[config.mk]
export PLATFORM = sky130hd
export DESIGN_NAME = parallel_tribble_link_host
export DESIGN_NICKNAME = d
export VERILOG_FILES = /design/src/rtl/ptlh_pkg.sv /design/src/rtl/parallel_tribble_link_host.sv /design/src/rtl/ptlh_cfg.sv /design/src/rtl/ptlh_core.sv
export SDC_FILE = /design/constraint.sdc
export NUM_CORES = 1
export LEC_CHECK = 0
export BUFFER_PORTS_ARGS = -buffer_cell sky130_fd_sc_hd__buf_4
export CAP_MARGIN = 20
export CELL_PAD_IN_SITES_DETAIL_PLACEMENT = 1
export CELL_PAD_IN_SITES_GLOBAL_PLACEMENT = 1
export CORE_ASPECT_RATIO = 0.9
export CORE_MARGIN = 2
export CORE_UTILIZATION = 45
export DETAILED_ROUTE_END_ITERATION = 6
export MAX_ROUTING_LAYER = met4
export PLACE_DENSITY_LB_ADDON = 0.1
export SLEW_MARGIN = 15
export SYNTH_ARGS = -nofsm -noshare
export SYNTH_HDL_FRONTEND = slang
export SYNTH_SLANG_ARGS = --single-unit
[constraint.sdc]
create_clock -name clk -period 8.1 [get_ports clk]
set_input_delay 0.81 -clock clk [delete_from_list [all_inputs] [get_ports clk]]
set_output_delay 0.81 -clock clk [all_outputs]
set_load 0.05 [all_outputs]
[src/rtl/ptlh_pkg.sv]
package ptlh_pkg;

    // Command codes carried in the action field
    localparam logic [1:0] ACT_TICK = 2'd0;
    localparam logic [1:0] ACT_SEND = 2'd1;
    localparam logic [1:0] ACT_RECV = 2'd2;

    // Error codes
    localparam logic [1:0] ERR_NONE     = 2'd0;
    localparam logic [1:0] ERR_BUSY_TMO = 2'd1;
    localparam logic [1:0] ERR_ACK_TMO  = 2'd2;

    // Status pin positions
    localparam int unsigned BUSY_IN_BIT   = 6;
    localparam int unsigned STROBE_IN_BIT = 7;

    // Driven pin patterns
    localparam logic [4:0] PIN_NONE       = 5'h00;
    localparam logic [4:0] PIN_BUSY_OUT   = 5'h08;
    localparam logic [4:0] PIN_STROBE_OUT = 5'h10;

    // Tribble index of the last (two-bit) tribble
    localparam logic [1:0] TRIB_LAST = 2'd2;

    // Register map
    localparam logic REG_TIMEOUT_LIMIT = 1'b0;
    localparam logic [15:0] LIMIT_RESET = 16'd5000;

    typedef enum logic [2:0] {
        PH_IDLE,
        PH_TX_DROP,
        PH_TX_ACK,
        PH_RX_BUSY,
        PH_RX_STROBE,
        PH_RX_RISE
    } phase_t;

    // One input transaction
    typedef struct packed {
        logic [1:0] action;
        logic [7:0] tx_byte;
        logic [7:0] status_in;
    } step_t;

    // One result transaction
    typedef struct packed {
        logic [4:0] data_out;
        logic [7:0] rx_byte;
        logic       byte_done;
        logic [1:0] error_code;
        logic       link_busy;
    } result_t;

endpackage

[src/rtl/parallel_tribble_link_host.sv]
// Host side of a three-tribble parallel byte link. Each input transaction
// (tick, start send, start receive) is held in an input register, passes
// once through the handshake state machine and lands in a result register,
// giving exactly one result transaction per input transaction. When the
// output is not stalled, one transaction is taken every clock; the rate is
// set by the state update of the handshake machine. A stall on the output
// holds the result register and, once the input register is also full,
// raises in_stall. The send timeout counts failing status samples against
// the low TIMEOUT_WIDTH bits of timeout_limit (APB byte address 0, reset
// 5000); write it only while the link is idle.
module parallel_tribble_link_host #(
    parameter int TIMEOUT_WIDTH = 16
) (
    input  logic        clk,
    input  logic        rst_n,
    // Configuration port
    input  logic        psel,
    input  logic        penable,
    input  logic        pwrite,
    input  logic [2:0]  paddr,
    input  logic [31:0] pwdata,
    output logic [31:0] prdata,
    output logic        pready,
    // Input channel
    input  logic        in_valid,
    output logic        in_stall,
    input  logic [1:0]  action,
    input  logic [7:0]  tx_byte,
    input  logic [7:0]  status_in,
    // Output channel
    output logic        out_valid,
    input  logic        out_stall,
    output logic [4:0]  data_out,
    output logic [7:0]  rx_byte,
    output logic        byte_done,
    output logic [1:0]  error_code,
    output logic        link_busy
);
    import ptlh_pkg::*;

    logic        s1_valid_reg, s1_valid_next;
    step_t       s1_reg, s1_next;
    logic        out_valid_reg, out_valid_next;
    result_t     res_reg, res_next;
    result_t     core_res;
    logic [15:0] timeout_limit;
    logic        in_take;
    logic        s1_move;

    ptlh_cfg u_cfg (
        .clk           (clk),
        .rst_n         (rst_n),
        .psel          (psel),
        .penable       (penable),
        .pwrite        (pwrite),
        .paddr         (paddr),
        .pwdata        (pwdata),
        .prdata        (prdata),
        .pready        (pready),
        .timeout_limit (timeout_limit)
    );

    ptlh_core #(
        .TIMEOUT_WIDTH (TIMEOUT_WIDTH)
    ) u_core (
        .clk           (clk),
        .rst_n         (rst_n),
        .step_en       (s1_move),
        .step          (s1_reg),
        .timeout_limit (timeout_limit),
        .result        (core_res)
    );

    // Handshake between the two register stages
    assign s1_move  = s1_valid_reg && (!out_valid_reg || !out_stall);
    assign in_stall = s1_valid_reg && !s1_move;
    assign in_take  = in_valid && !in_stall;

    assign s1_valid_next  = in_take ? 1'b1 : (s1_move ? 1'b0 : s1_valid_reg);
    assign s1_next        = in_take ? step_t'{action, tx_byte, status_in} : s1_reg;
    assign out_valid_next = s1_move ? 1'b1 : ((out_valid_reg && !out_stall) ? 1'b0
                                                                            : out_valid_reg);
    assign res_next       = s1_move ? core_res : res_reg;

    // Hold control state
    always_ff @(posedge clk or negedge rst_n)
    begin
        if (!rst_n)
        begin
            s1_valid_reg  <= 1'b0;
            out_valid_reg <= 1'b0;
        end
        else
        begin
            s1_valid_reg  <= s1_valid_next;
            out_valid_reg <= out_valid_next;
        end
    end

    // Hold payload
    always_ff @(posedge clk)
    begin
        s1_reg  <= s1_next;
        res_reg <= res_next;
    end

    assign out_valid  = out_valid_reg;
    assign data_out   = res_reg.data_out;
    assign rx_byte    = res_reg.rx_byte;
    assign byte_done  = res_reg.byte_done;
    assign error_code = res_reg.error_code;
    assign link_busy  = res_reg.link_busy;

    // A finished or aborted byte leaves the link idle
    assert property (@(posedge clk) disable iff (!rst_n)
        out_valid && (byte_done || (error_code != ERR_NONE)) |-> !link_busy)
        else $error("link still busy after byte end");

    // Completion and abort never coincide
    assert property (@(posedge clk) disable iff (!rst_n)
        out_valid |-> !(byte_done && (error_code != ERR_NONE)))
        else $error("byte both completed and aborted");

    // A received byte only shows on completion
    assert property (@(posedge clk) disable iff (!rst_n)
        out_valid && (rx_byte != 8'd0) |-> byte_done)
        else $error("received byte without completion");

    // A transaction moving out of the input register reaches the result register on the next edge
    assert property (@(posedge clk) disable iff (!rst_n)
        s1_move |=> out_valid)
        else $error("result transaction lost");

endmodule

[src/rtl/ptlh_cfg.sv]
module ptlh_cfg (
    input  logic        clk,
    input  logic        rst_n,
    input  logic        psel,
    input  logic        penable,
    input  logic        pwrite,
    input  logic [2:0]  paddr,
    input  logic [31:0] pwdata,
    output logic [31:0] prdata,
    output logic        pready,
    output logic [15:0] timeout_limit
);
    import ptlh_pkg::*;

    logic [15:0] limit_reg;
    logic [15:0] limit_next;
    logic        wr_en;

    assign pready = 1'b1;
    assign wr_en  = psel && penable && pwrite && (paddr[2] == REG_TIMEOUT_LIMIT);

    // Take the low half of the write data
    assign limit_next = wr_en ? pwdata[15:0] : limit_reg;

    always_ff @(posedge clk or negedge rst_n)
    begin
        if (!rst_n)
        begin
            limit_reg <= LIMIT_RESET;
        end
        else
        begin
            limit_reg <= limit_next;
        end
    end

    // Read back the register, zero beyond the map
    assign prdata = (paddr[2] == REG_TIMEOUT_LIMIT) ? {16'd0, limit_reg} : 32'd0;

    assign timeout_limit = limit_reg;

endmodule

[src/rtl/ptlh_core.sv]
module ptlh_core #(
    parameter int TIMEOUT_WIDTH = 16
) (
    input  logic              clk,
    input  logic              rst_n,
    input  logic              step_en,
    input  ptlh_pkg::step_t   step,
    input  logic [15:0]       timeout_limit,
    output ptlh_pkg::result_t result
);
    import ptlh_pkg::*;

    phase_t                   phase_reg, phase_next;
    logic [1:0]               idx_reg, idx_next;
    logic [7:0]               shift_reg, shift_next;
    logic [TIMEOUT_WIDTH:0]   wait_reg, wait_next;
    logic [4:0]               pin_reg, pin_next;

    logic [TIMEOUT_WIDTH-1:0] limit;
    logic [TIMEOUT_WIDTH:0]   wait_inc;
    logic                     timeout;
    logic                     start;
    logic                     busy_in;
    logic                     strobe_in;
    logic [1:0]               idx_inc;
    logic                     last;
    logic [2:0]               tx_trib;
    logic [2:0]               rx_trib;
    logic [7:0]               shift_merge;
    logic                     done;
    logic [1:0]               err;
    logic [7:0]               rxb;

    // Keep only the low TIMEOUT_WIDTH bits of the limit register
    always_comb
    begin
        limit = '0;
        for (int i = 0; i < TIMEOUT_WIDTH; i++)
        begin
            if (i < 16)
            begin
                limit[i] = timeout_limit[i];
            end
        end
    end

    assign wait_inc  = wait_reg + {{TIMEOUT_WIDTH{1'b0}}, 1'b1};
    assign timeout   = wait_inc > {1'b0, limit};
    assign start     = (step.action == ACT_SEND) || (step.action == ACT_RECV);
    assign busy_in   = step.status_in[BUSY_IN_BIT];
    assign strobe_in = step.status_in[STROBE_IN_BIT];
    assign idx_inc   = idx_reg + 2'd1;
    assign last      = (idx_reg == TRIB_LAST);

    // Select the tribble to send
    always_comb
    begin
        unique case (idx_reg)
            2'd0:    tx_trib = shift_reg[2:0];
            2'd1:    tx_trib = shift_reg[5:3];
            2'd2:    tx_trib = {1'b0, shift_reg[7:6]};
            default: tx_trib = 3'd0;
        endcase
    end

    // Merge the received tribble into the byte, lowest first
    assign rx_trib = step.status_in[5:3];
    always_comb
    begin
        unique case (idx_reg)
            2'd0:    shift_merge = shift_reg | {5'd0, rx_trib};
            2'd1:    shift_merge = shift_reg | {2'd0, rx_trib, 3'd0};
            2'd2:    shift_merge = shift_reg | {rx_trib[1:0], 6'd0};
            default: shift_merge = shift_reg;
        endcase
    end

    // Next phase
    always_comb
    begin
        phase_next = phase_reg;
        if (start)
        begin
            if (phase_reg == PH_IDLE)
            begin
                phase_next = (step.action == ACT_SEND) ? PH_TX_DROP : PH_RX_BUSY;
            end
        end
        else
        begin
            unique case (phase_reg)
                PH_IDLE:      phase_next = PH_IDLE;
                PH_TX_DROP:
                begin
                    if (busy_in)
                    begin
                        if (timeout)
                        begin
                            phase_next = PH_IDLE;
                        end
                    end
                    else
                    begin
                        phase_next = PH_TX_ACK;
                    end
                end
                PH_TX_ACK:
                begin
                    if (!busy_in)
                    begin
                        if (timeout)
                        begin
                            phase_next = PH_IDLE;
                        end
                    end
                    else
                    begin
                        phase_next = last ? PH_IDLE : PH_TX_DROP;
                    end
                end
                PH_RX_BUSY:
                begin
                    if (busy_in)
                    begin
                        phase_next = PH_RX_STROBE;
                    end
                end
                PH_RX_STROBE:
                begin
                    if (!strobe_in)
                    begin
                        phase_next = PH_RX_RISE;
                    end
                end
                PH_RX_RISE:
                begin
                    if (strobe_in)
                    begin
                        phase_next = last ? PH_IDLE : PH_RX_BUSY;
                    end
                end
                default:      phase_next = PH_IDLE;
            endcase
        end
    end

    // Datapath and result flags
    always_comb
    begin
        idx_next   = idx_reg;
        shift_next = shift_reg;
        wait_next  = wait_reg;
        pin_next   = pin_reg;
        done       = 1'b0;
        err        = ERR_NONE;
        rxb        = 8'd0;
        if (start)
        begin
            if (phase_reg == PH_IDLE)
            begin
                idx_next  = 2'd0;
                wait_next = '0;
                if (step.action == ACT_SEND)
                begin
                    shift_next = step.tx_byte;
                    pin_next   = PIN_BUSY_OUT;
                end
                else
                begin
                    shift_next = 8'd0;
                end
            end
        end
        else
        begin
            unique case (phase_reg)
                PH_TX_DROP:
                begin
                    if (busy_in)
                    begin
                        wait_next = wait_inc;
                        if (timeout)
                        begin
                            err = ERR_BUSY_TMO;
                        end
                    end
                    else
                    begin
                        pin_next  = PIN_STROBE_OUT | {2'd0, tx_trib};
                        wait_next = '0;
                    end
                end
                PH_TX_ACK:
                begin
                    if (!busy_in)
                    begin
                        wait_next = wait_inc;
                        if (timeout)
                        begin
                            err = ERR_ACK_TMO;
                        end
                    end
                    else
                    begin
                        pin_next  = PIN_BUSY_OUT;
                        wait_next = '0;
                        idx_next  = idx_inc;
                        done      = last;
                    end
                end
                PH_RX_BUSY:
                begin
                    if (busy_in)
                    begin
                        pin_next = PIN_NONE;
                    end
                end
                PH_RX_STROBE:
                begin
                    if (!strobe_in)
                    begin
                        shift_next = shift_merge;
                        pin_next   = PIN_BUSY_OUT;
                    end
                end
                PH_RX_RISE:
                begin
                    if (strobe_in)
                    begin
                        idx_next = idx_inc;
                        done     = last;
                        rxb      = last ? shift_reg : 8'd0;
                    end
                end
                default:
                begin
                end
            endcase
        end
    end

    // Advance the state once per accepted transaction
    always_ff @(posedge clk or negedge rst_n)
    begin
        if (!rst_n)
        begin
            phase_reg <= PH_IDLE;
            idx_reg   <= 2'd0;
            shift_reg <= 8'd0;
            wait_reg  <= '0;
            pin_reg   <= PIN_NONE;
        end
        else if (step_en)
        begin
            phase_reg <= phase_next;
            idx_reg   <= idx_next;
            shift_reg <= shift_next;
            wait_reg  <= wait_next;
            pin_reg   <= pin_next;
        end
    end

    assign result.data_out   = pin_next;
    assign result.rx_byte    = rxb;
    assign result.byte_done  = done;
    assign result.error_code = err;
    assign result.link_busy  = (phase_next != PH_IDLE);

endmodule
* Word-level counts from Yosys, hierarchy flattened
Index checks and enable logic that the tools add are counted.
Storage, ports and cells: bits in registers 88
Cells by class: equality and inequality tests 13, $lt $le $gt $ge 1, $add $sub $neg 2, bitwise gates (word level) 7, reductions and logical operators 26, muxes and demuxes 50
Operator list (count):
- $mux W17 | 4
- $mux W8 | 5
- $mux W5 | 7
- $pmux W17 S2 | 1
- $mux W3 | 8
- $pmux W8 S3 | 1
- $pmux W5 S4 | 1
- $mux W2 | 9
- $add A17 B1 Y17 const B | 1
- $gt A17 B16 Y1 | 1
- $mux W16 | 1
- $pmux W3 S5 | 1
- $reduce_and A5 Y1 | 2
- $pmux W3 S3 | 1
- $reduce_bool A3 Y1 | 3
- $mux W1 | 8
- $or A8 B3 Y8 | 1
- $or A8 B6 Y8 | 1
- $or A8 B8 Y8 | 1
- $pmux W2 S2 | 2
- $logic_and A1 B1 Y1 | 7
- $eq A3 B2 Y1 const B | 2
- $eq A3 B3 Y1 const B | 2
- $ne A3 B2 Y1 const B | 2
- other kinds (16) | 27

* Depth between registers and ports, before layout
Gate-level depths: netlist of the first run.
word-level depth 8, depth in mapped cells 11

* Cells and area by module
Synthesis of the first run repeated with hierarchy kept, for this count alone.
Second synthesis, totals: cell total of the unflattened synthesis 478, area total of the unflattened synthesis 4966.0 µm²
By module, submodules not included:
- ptlh_core | times used 1, cells each 365, sequential area each 875.8 µm², area an instance 2916.5 µm²
- parallel_tribble_link_host | times used 1, cells each 43, sequential area each 1101.1 µm², area an instance 1143.6 µm²
- ptlh_cfg | times used 1, cells each 70, sequential area each 406.6 µm², area an instance 905.9 µm²

* Worst setup path after synthesis of the first run
No wires, ideal clock.
path kind input port to output port, start input paddr[2], end output prdata[10], path buffers 2, arrival 1825 ps, slack 5465 ps, cell stages on the path 3, path through clkbuf_1 -> clkbuf_1 -> nor2_1
On the way: longest elaborated chain between the ends 1
RTL lines:
- start, declared | line parallel_tribble_link_host.sv:20 | input logic [2:0] paddr,
- $mux W16 | line ptlh_cfg.sv:38 | assign prdata = (paddr[2] == REG_TIMEOUT_LIMIT) ? {16'd0, limit_reg} : 32'd0;
- end, declared | line parallel_tribble_link_host.sv:22 | output logic [31:0] prdata,
Every way passes these cells.

==> results of run 1 <==
worst paths after layout:
| check | cells after the start | start | endpoint | slack (ns) |
|---|---|---|---|---|
| worst max-delay path | 11 | u_core.wait_reg[2] | link_busy | 4.78 |
| worst min-delay path | 1 | s1_valid_reg | out_valid | 0.49 |
| worst max register to register | 11 | u_core.wait_reg[2] | link_busy | 4.78 |
| worst min register to register | 1 | s1_valid_reg | out_valid | 0.49 |
| max in group asynchronous | 1 | rst_n | u_core.pin_reg[2] | 7.09 |
| min in group asynchronous | 1 | rst_n | u_cfg.timeout_limit[13] | 0.52 |
power groups by stage:
stage	logic [mW]	clock network, mW	registers [mW]
6_report	0.519	0.376	0.631
5_1_grt	0.579	0.400	0.648
4_1_cts	0.522	0.387	0.630
3_5_place_dp	0.517	0	0.638
3_3_place_gp	0.500	0	0.634
2_1_floorplan	0.392	0	0.619
per-stage QoR:
step / cell area [sq um] / hold WS [ns]
CTS: 5662 / 0.4810
floorplan: 4895 / 0.4407
global route: 5662 / 0.5010
detailed placement: 5395 / 0.4702
global placement: 5395 / 0.4542
finish: 5662 / 0.4861
layer usage:
metal  share of wire, %  up-vias
li1                   -     1817
met1                 48     1860
met2                 47       96
met3                4.3        9
met4               0.73        0
met5                  0        -
cells by family (layout without fill, tap and decap cells):
group	Yosys count	in the layout	share of synthesized area [%]
other	2	17	0.1552
adders and majority gates	22	22	5.689
buffers and inverters	63	119	6.801
muxes	20	20	4.629
xor gates and xnor gates	15	15	2.715
DFF	85	85	47.40
AOI/OAI and AO/OA	97	97	13.16
and+or+nand+nor	184	184	19.45
synth_stat cells, types with 3 or more instances:
master	count	area share, %
nor3_1	8	0.83
dfstp_2	5	2.7
o31ai_1	5	0.78
xor2_1	5	0.91
o21ai_0	19	2.0
buf_2	8	0.83
nor2b_1	5	0.65
inv_1	27	2.1
clkbuf_1	6	0.47
a22oi_1	3	0.47
nand2b_1	18	2.3
ha_1	22	5.7
and2_1	12	1.6
nand2_1	54	4.2
mux2_2	19	4.4
nand3_1	8	0.83
a21o_1	5	0.78
nor2_1	51	4.0
a32o_1	3	0.62
nand4_1	7	0.91
a21oi_1	33	3.4
edfxtp_1	32	20
o41ai_1	3	0.54
buf_4	18	2.8
a31oi_1	3	0.39
dfrtp_1	48	25
xnor2_1	10	1.8
critical path, stage by stage, from the launching register on:
cell and delay [ns]:
dfrtp_1 0.45, nand3_1 0.18, nor4_2 0.45, and4_1 0.33, xor2_1 0.12, ha_1 0.32, o21ai_0 0.10, nand2b_1 0.09
a21oi_1 0.08, a311oi_1 0.52, nor2_1 0.20, a21o_2 0.23
final cells by class:
class	instances	area, sq um	area share (%)
tap	129	161.4	2.851
clock buffer	9	225.2	3.978
inverter	28	105.1	1.856
multi-input combinational	355	2272	40.13
clock inverter	7	41.29	0.7293
sequential	85	2293	40.51
timing repair buffer	75	563.0	9.945
==> flow_summary.ini, run 1 <==
[timing]
hold_violations = 0
rsz0062_at_grt = false
worstMarginPinSlew_ns = 0.9096
drv_slew = 0
finalSetupViolCount = 0
post-route-period-util_pct = 40.98
finClkSkew_ns = 0.009630
fin_ws_ns = 4.781
fmaxAchievable_mhz = 301.3
setup_tns_ns = 0
relSlewSlack_pct = 39.04
finalCriticalPeriod_ns = 3.319

[floorplanning]
core_area_sq_um = 10330
initial_core_util_pct = 46.82
dieWidth_um = 113.3
die_area_sq_um = 11600
die_y_um = 102.4
rows = 35
io_pins = 112

[yosys]
ys_warn_count = 0
syn_area_sq_um = 4838
syn_inst = 488
synth_cell_types = 65
synth_async_sr_flop_share_pct = 62.35
yosys_most_used_dff = dfrtp_1
ys_seq_area_share_pct = 47.40
synth_seq_cells = 85
avgSynthCellArea_sq_um = 9.915
synth_edf_count = 32

[global_routing]
met2_usage_pct = 35.42
grt.busiest_layer = met2
grt_pass1_wl_um = 19950
antenna_found_initial = 0
gr-usage-met3_pct = 3.915
grt.overflow.total = 0
grt_pass1_vias = 3971
grt_max_degree = 54
grt_util_met1_pct = 30.86
groute.usage.overall_pct = 22.59

[layout]
drive_above_1_share_pct = 22.72
instances_no_fill = 688
antenna_cells = 0
final_nets = 636
final_cell_mix = 75 x buf_4, 54 x nand2_1, 51 x nor2_1
area_growth_pct = 17.02
largest_reg_flops = 17
num-fill-cells = 1182
mostFrequentLayoutCell = buf_4
utilization_pct = 54.78

[place]
place_hpwl_um = 8608
routabilityCongestion = 0.8495
port_buffers = 73
dp_cells = 672
pre_cts_slack_ns = 4.845

[hold_path]
hold_path.class = reg2reg

[power_and_ir_drop]
power.density_nw_per_um2 = 269.6
p_seq_share_pct = 41.3
swShare_pct = 38.93
p_int_uw = 932.2
switchingPower_uw = 594.2
finalPower_mw = 1.526
clkPwrFrac_pct = 24.6
combPwrFrac_pct = 34.0
p_leak_nw = 2.596
ir_worst_vdd_uv = 133.7

[job]
cap_violations = 0

[clock_tree]
cts_buffers = 9
htreeDepth = 3
tritoncts = done
hold_buffers = 0
cts_resized = 0
post_cts_buffers = 0
clkSinkCount = 85
ctsLongestPathBuffers = 2
clk_pin_slew_ns = 0.07
ctsRootBufferMaster = clkbuf_16
clkLatencyLatePin_ns = 0.34

[detailed_routing]
drt_wl_total_um = 11840
viasPerCell = 5.497
drtIter0Drc = 193
ant_nets = 0
wire_per_inst_um = 17.20
drcViolationCount = 0
dr.pass1.iters = 5
via_count = 3782

[critical_path]
cp-start-kind = flip-flop
arrival_ns = 3.41
critPathRequiredTime_ns = 8.19
critical_path_class = reg2reg
cp_max_fo = 6
crit_path_end_kind = flip-flop

[outcome]
outcome = finished, final reports clean
(Power assumes the default switching activity.)
==> run 2, diff against run 1 <==
- CORE_UTILIZATION: 45 -> 41
- clock period: 8.1 -> 3.3 ns (I/O delays scaled with it)
==> flow_summary.ini, run 2 (synthesis results as in run 1) <==
[global_routing]
grt_pass1_wl_um = 19880
grt_max_degree = 54
antenna_found_initial = 0
groute.usage.overall_pct = 20.63
grt.overflow.total = 0
grt_pass1_vias = 3919

[timing]
worstMarginPinSlew_ns = 0.8891
fmaxAchievable_mhz = 336.1
hold_violations = 0
drv_slew = 0
fin_ws_ns = 0.3251
worst_hold_slack_ns = 0.02443
setup_tns_ns = 0
post-route-period-util_pct = 90.15
rsz0062_at_grt = false
relSlewSlack_pct = 40.41
finClkSkew_ns = 0.008995
finalCriticalPeriod_ns = 2.975
finalSetupViolCount = 0

[floorplanning]
rows = 37
io_pins = 112
core_area_sq_um = 11480
initial_core_util_pct = 42.14
die_area_sq_um = 12690
die_y_um = 107.1
dieWidth_um = 118.5

[clock_tree]
ctsLongestPathBuffers = 2
cts_buffers = 9
htreeDepth = 3
tritoncts = done
clkSinkCount = 85
clk_pin_slew_ns = 0.07
hold_buffers = 0
clkLatencyLatePin_ns = 0.35
ctsRootBufferMaster = clkbuf_16

[layout]
utilization_pct = 50.02
drive_above_1_share_pct = 23.62
mostFrequentLayoutCell = buf_4
area_growth_pct = 18.70
num-fill-cells = 1384
antenna_cells = 0
final_cell_mix = 79 x buf_4, 54 x nand2_1, 50 x nor2_1
final_area_sq_um = 5743
final_nets = 640
largest_reg_flops = 17
instances_no_fill = 719

[place]
pre_cts_slack_ns = 0.2317
routabilityCongestion = 0.7832
place_area_sq_um = 5459
port_buffers = 73
dp_cells = 703
place_hpwl_um = 8926

[power_and_ir_drop]
swShare_pct = 38.81
combPwrFrac_pct = 34.2
p_leak_nw = 2.638
power.density_nw_per_um2 = 660.8
p_int_mw = 2.322
switchingPower_mw = 1.473
finalPower_mw = 3.795
ir_worst_vdd_uv = 284.6
p_seq_share_pct = 41.0
clkPwrFrac_pct = 24.8

[critical_path]
crit_path_end_kind = flip-flop
cp-start-kind = flip-flop
arrival_ns = 3.07
critPathRequiredTime_ns = 3.39
cp_max_fo = 5
critical_path_class = reg2reg

[detailed_routing]
drcViolationCount = 0
dr.pass1.iters = 4
drtIter0Drc = 191
via_count = 3829
wire_per_inst_um = 16.75
ant_nets = 0
drt_wl_total_um = 12040
viasPerCell = 5.325

[hold_path]
hold_path.class = in2async

[outcome]
outcome = finished, final reports clean

[job]
cap_violations = 0
-- run 2: cell types whose count changed in the layout (fill, tap and decap cells not counted), sizes merged --
cell      delta
buf          +4
clkbuf       +3
clkinv       -2
clkinvlp     -1
-- run 2: layer usage --
| metal | global-route usage, % | up-vias | part of all wire, % | wire length, um |
|---|---|---|---|---|
| li1 | - | 1820 | - | - |
| met1 | 27.66 | 1904 | 49 | 5906 |
| met2 | 31.21 | 94 | 45 | 5445 |
| met3 | 5.372 | 11 | 4.6 | 557 |
| met4 | 5.612 | 0 | 1.1 | 133 |
| met5 | - | - | 0 | 0 |
-- run 2: repair_timing --
| action | 4_1_cts | 5_1_grt |
|---|---|---|
| buffers inserted | 0 | 0 |
| setup endpoints to repair | 0 | 3 |
| endpoints found under the hold margin | 0 | 0 |
| resized for setup | 0 | 3 |
-- run 2: path summary, 6_finish.rpt --
| path | from | end | slack (ns) | cells after the start |
|---|---|---|---|---|
| min | rst_n | u_cfg.timeout_limit[11] | 0.02 | 1 |
| max reg2reg | u_core.wait_reg[3] | error_code[0] | 0.33 | 11 |
| min reg2reg | s1_valid_reg | out_valid | 0.49 | 1 |
| min in group clk | status_in[5] | s1_reg[5] | 0.16 | 1 |
| max in group asynchronous | rst_n | u_core.wait_reg[8] | 2.77 | 1 |
| max | u_core.wait_reg[3] | error_code[0] | 0.33 | 11 |
-- run 2: power by group through the flow --
stage,logic (mW),registers [mW],clock network [mW]
after floorplan,0.961,1.52,0
after global placement,1.24,1.56,0
after CTS,1.30,1.55,0.967
after detailed placement,1.29,1.57,0
final,1.30,1.56,0.940
after global routing,1.44,1.59,1.02
-- run 2: final cells by class --
class | instances | area (sq um) | area share [%]
flip-flops and latches | 85 | 2293 | 39.93
multi-input cells | 355 | 2286 | 39.80
repair buffers | 79 | 593.1 | 10.33
clock buffers | 12 | 246.5 | 4.292
well taps | 156 | 195.2 | 3.399
inverters | 28 | 105.1 | 1.830
clock inverters | 4 | 23.77 | 0.4139
-- run 2: worst max-delay path, cell delays in order, from the launching register on --
cell	delay (ns)
dfrtp_1	0.43
nand3_1	0.20
nor4_4	0.39
and4_1	0.32
xor2_1	0.10
ha_1	0.20
or4_1	0.41
a21oi_1	0.13
a311oi_1	0.11
buf_4	0.17
nor2_2	0.17
nor3_1	0.08
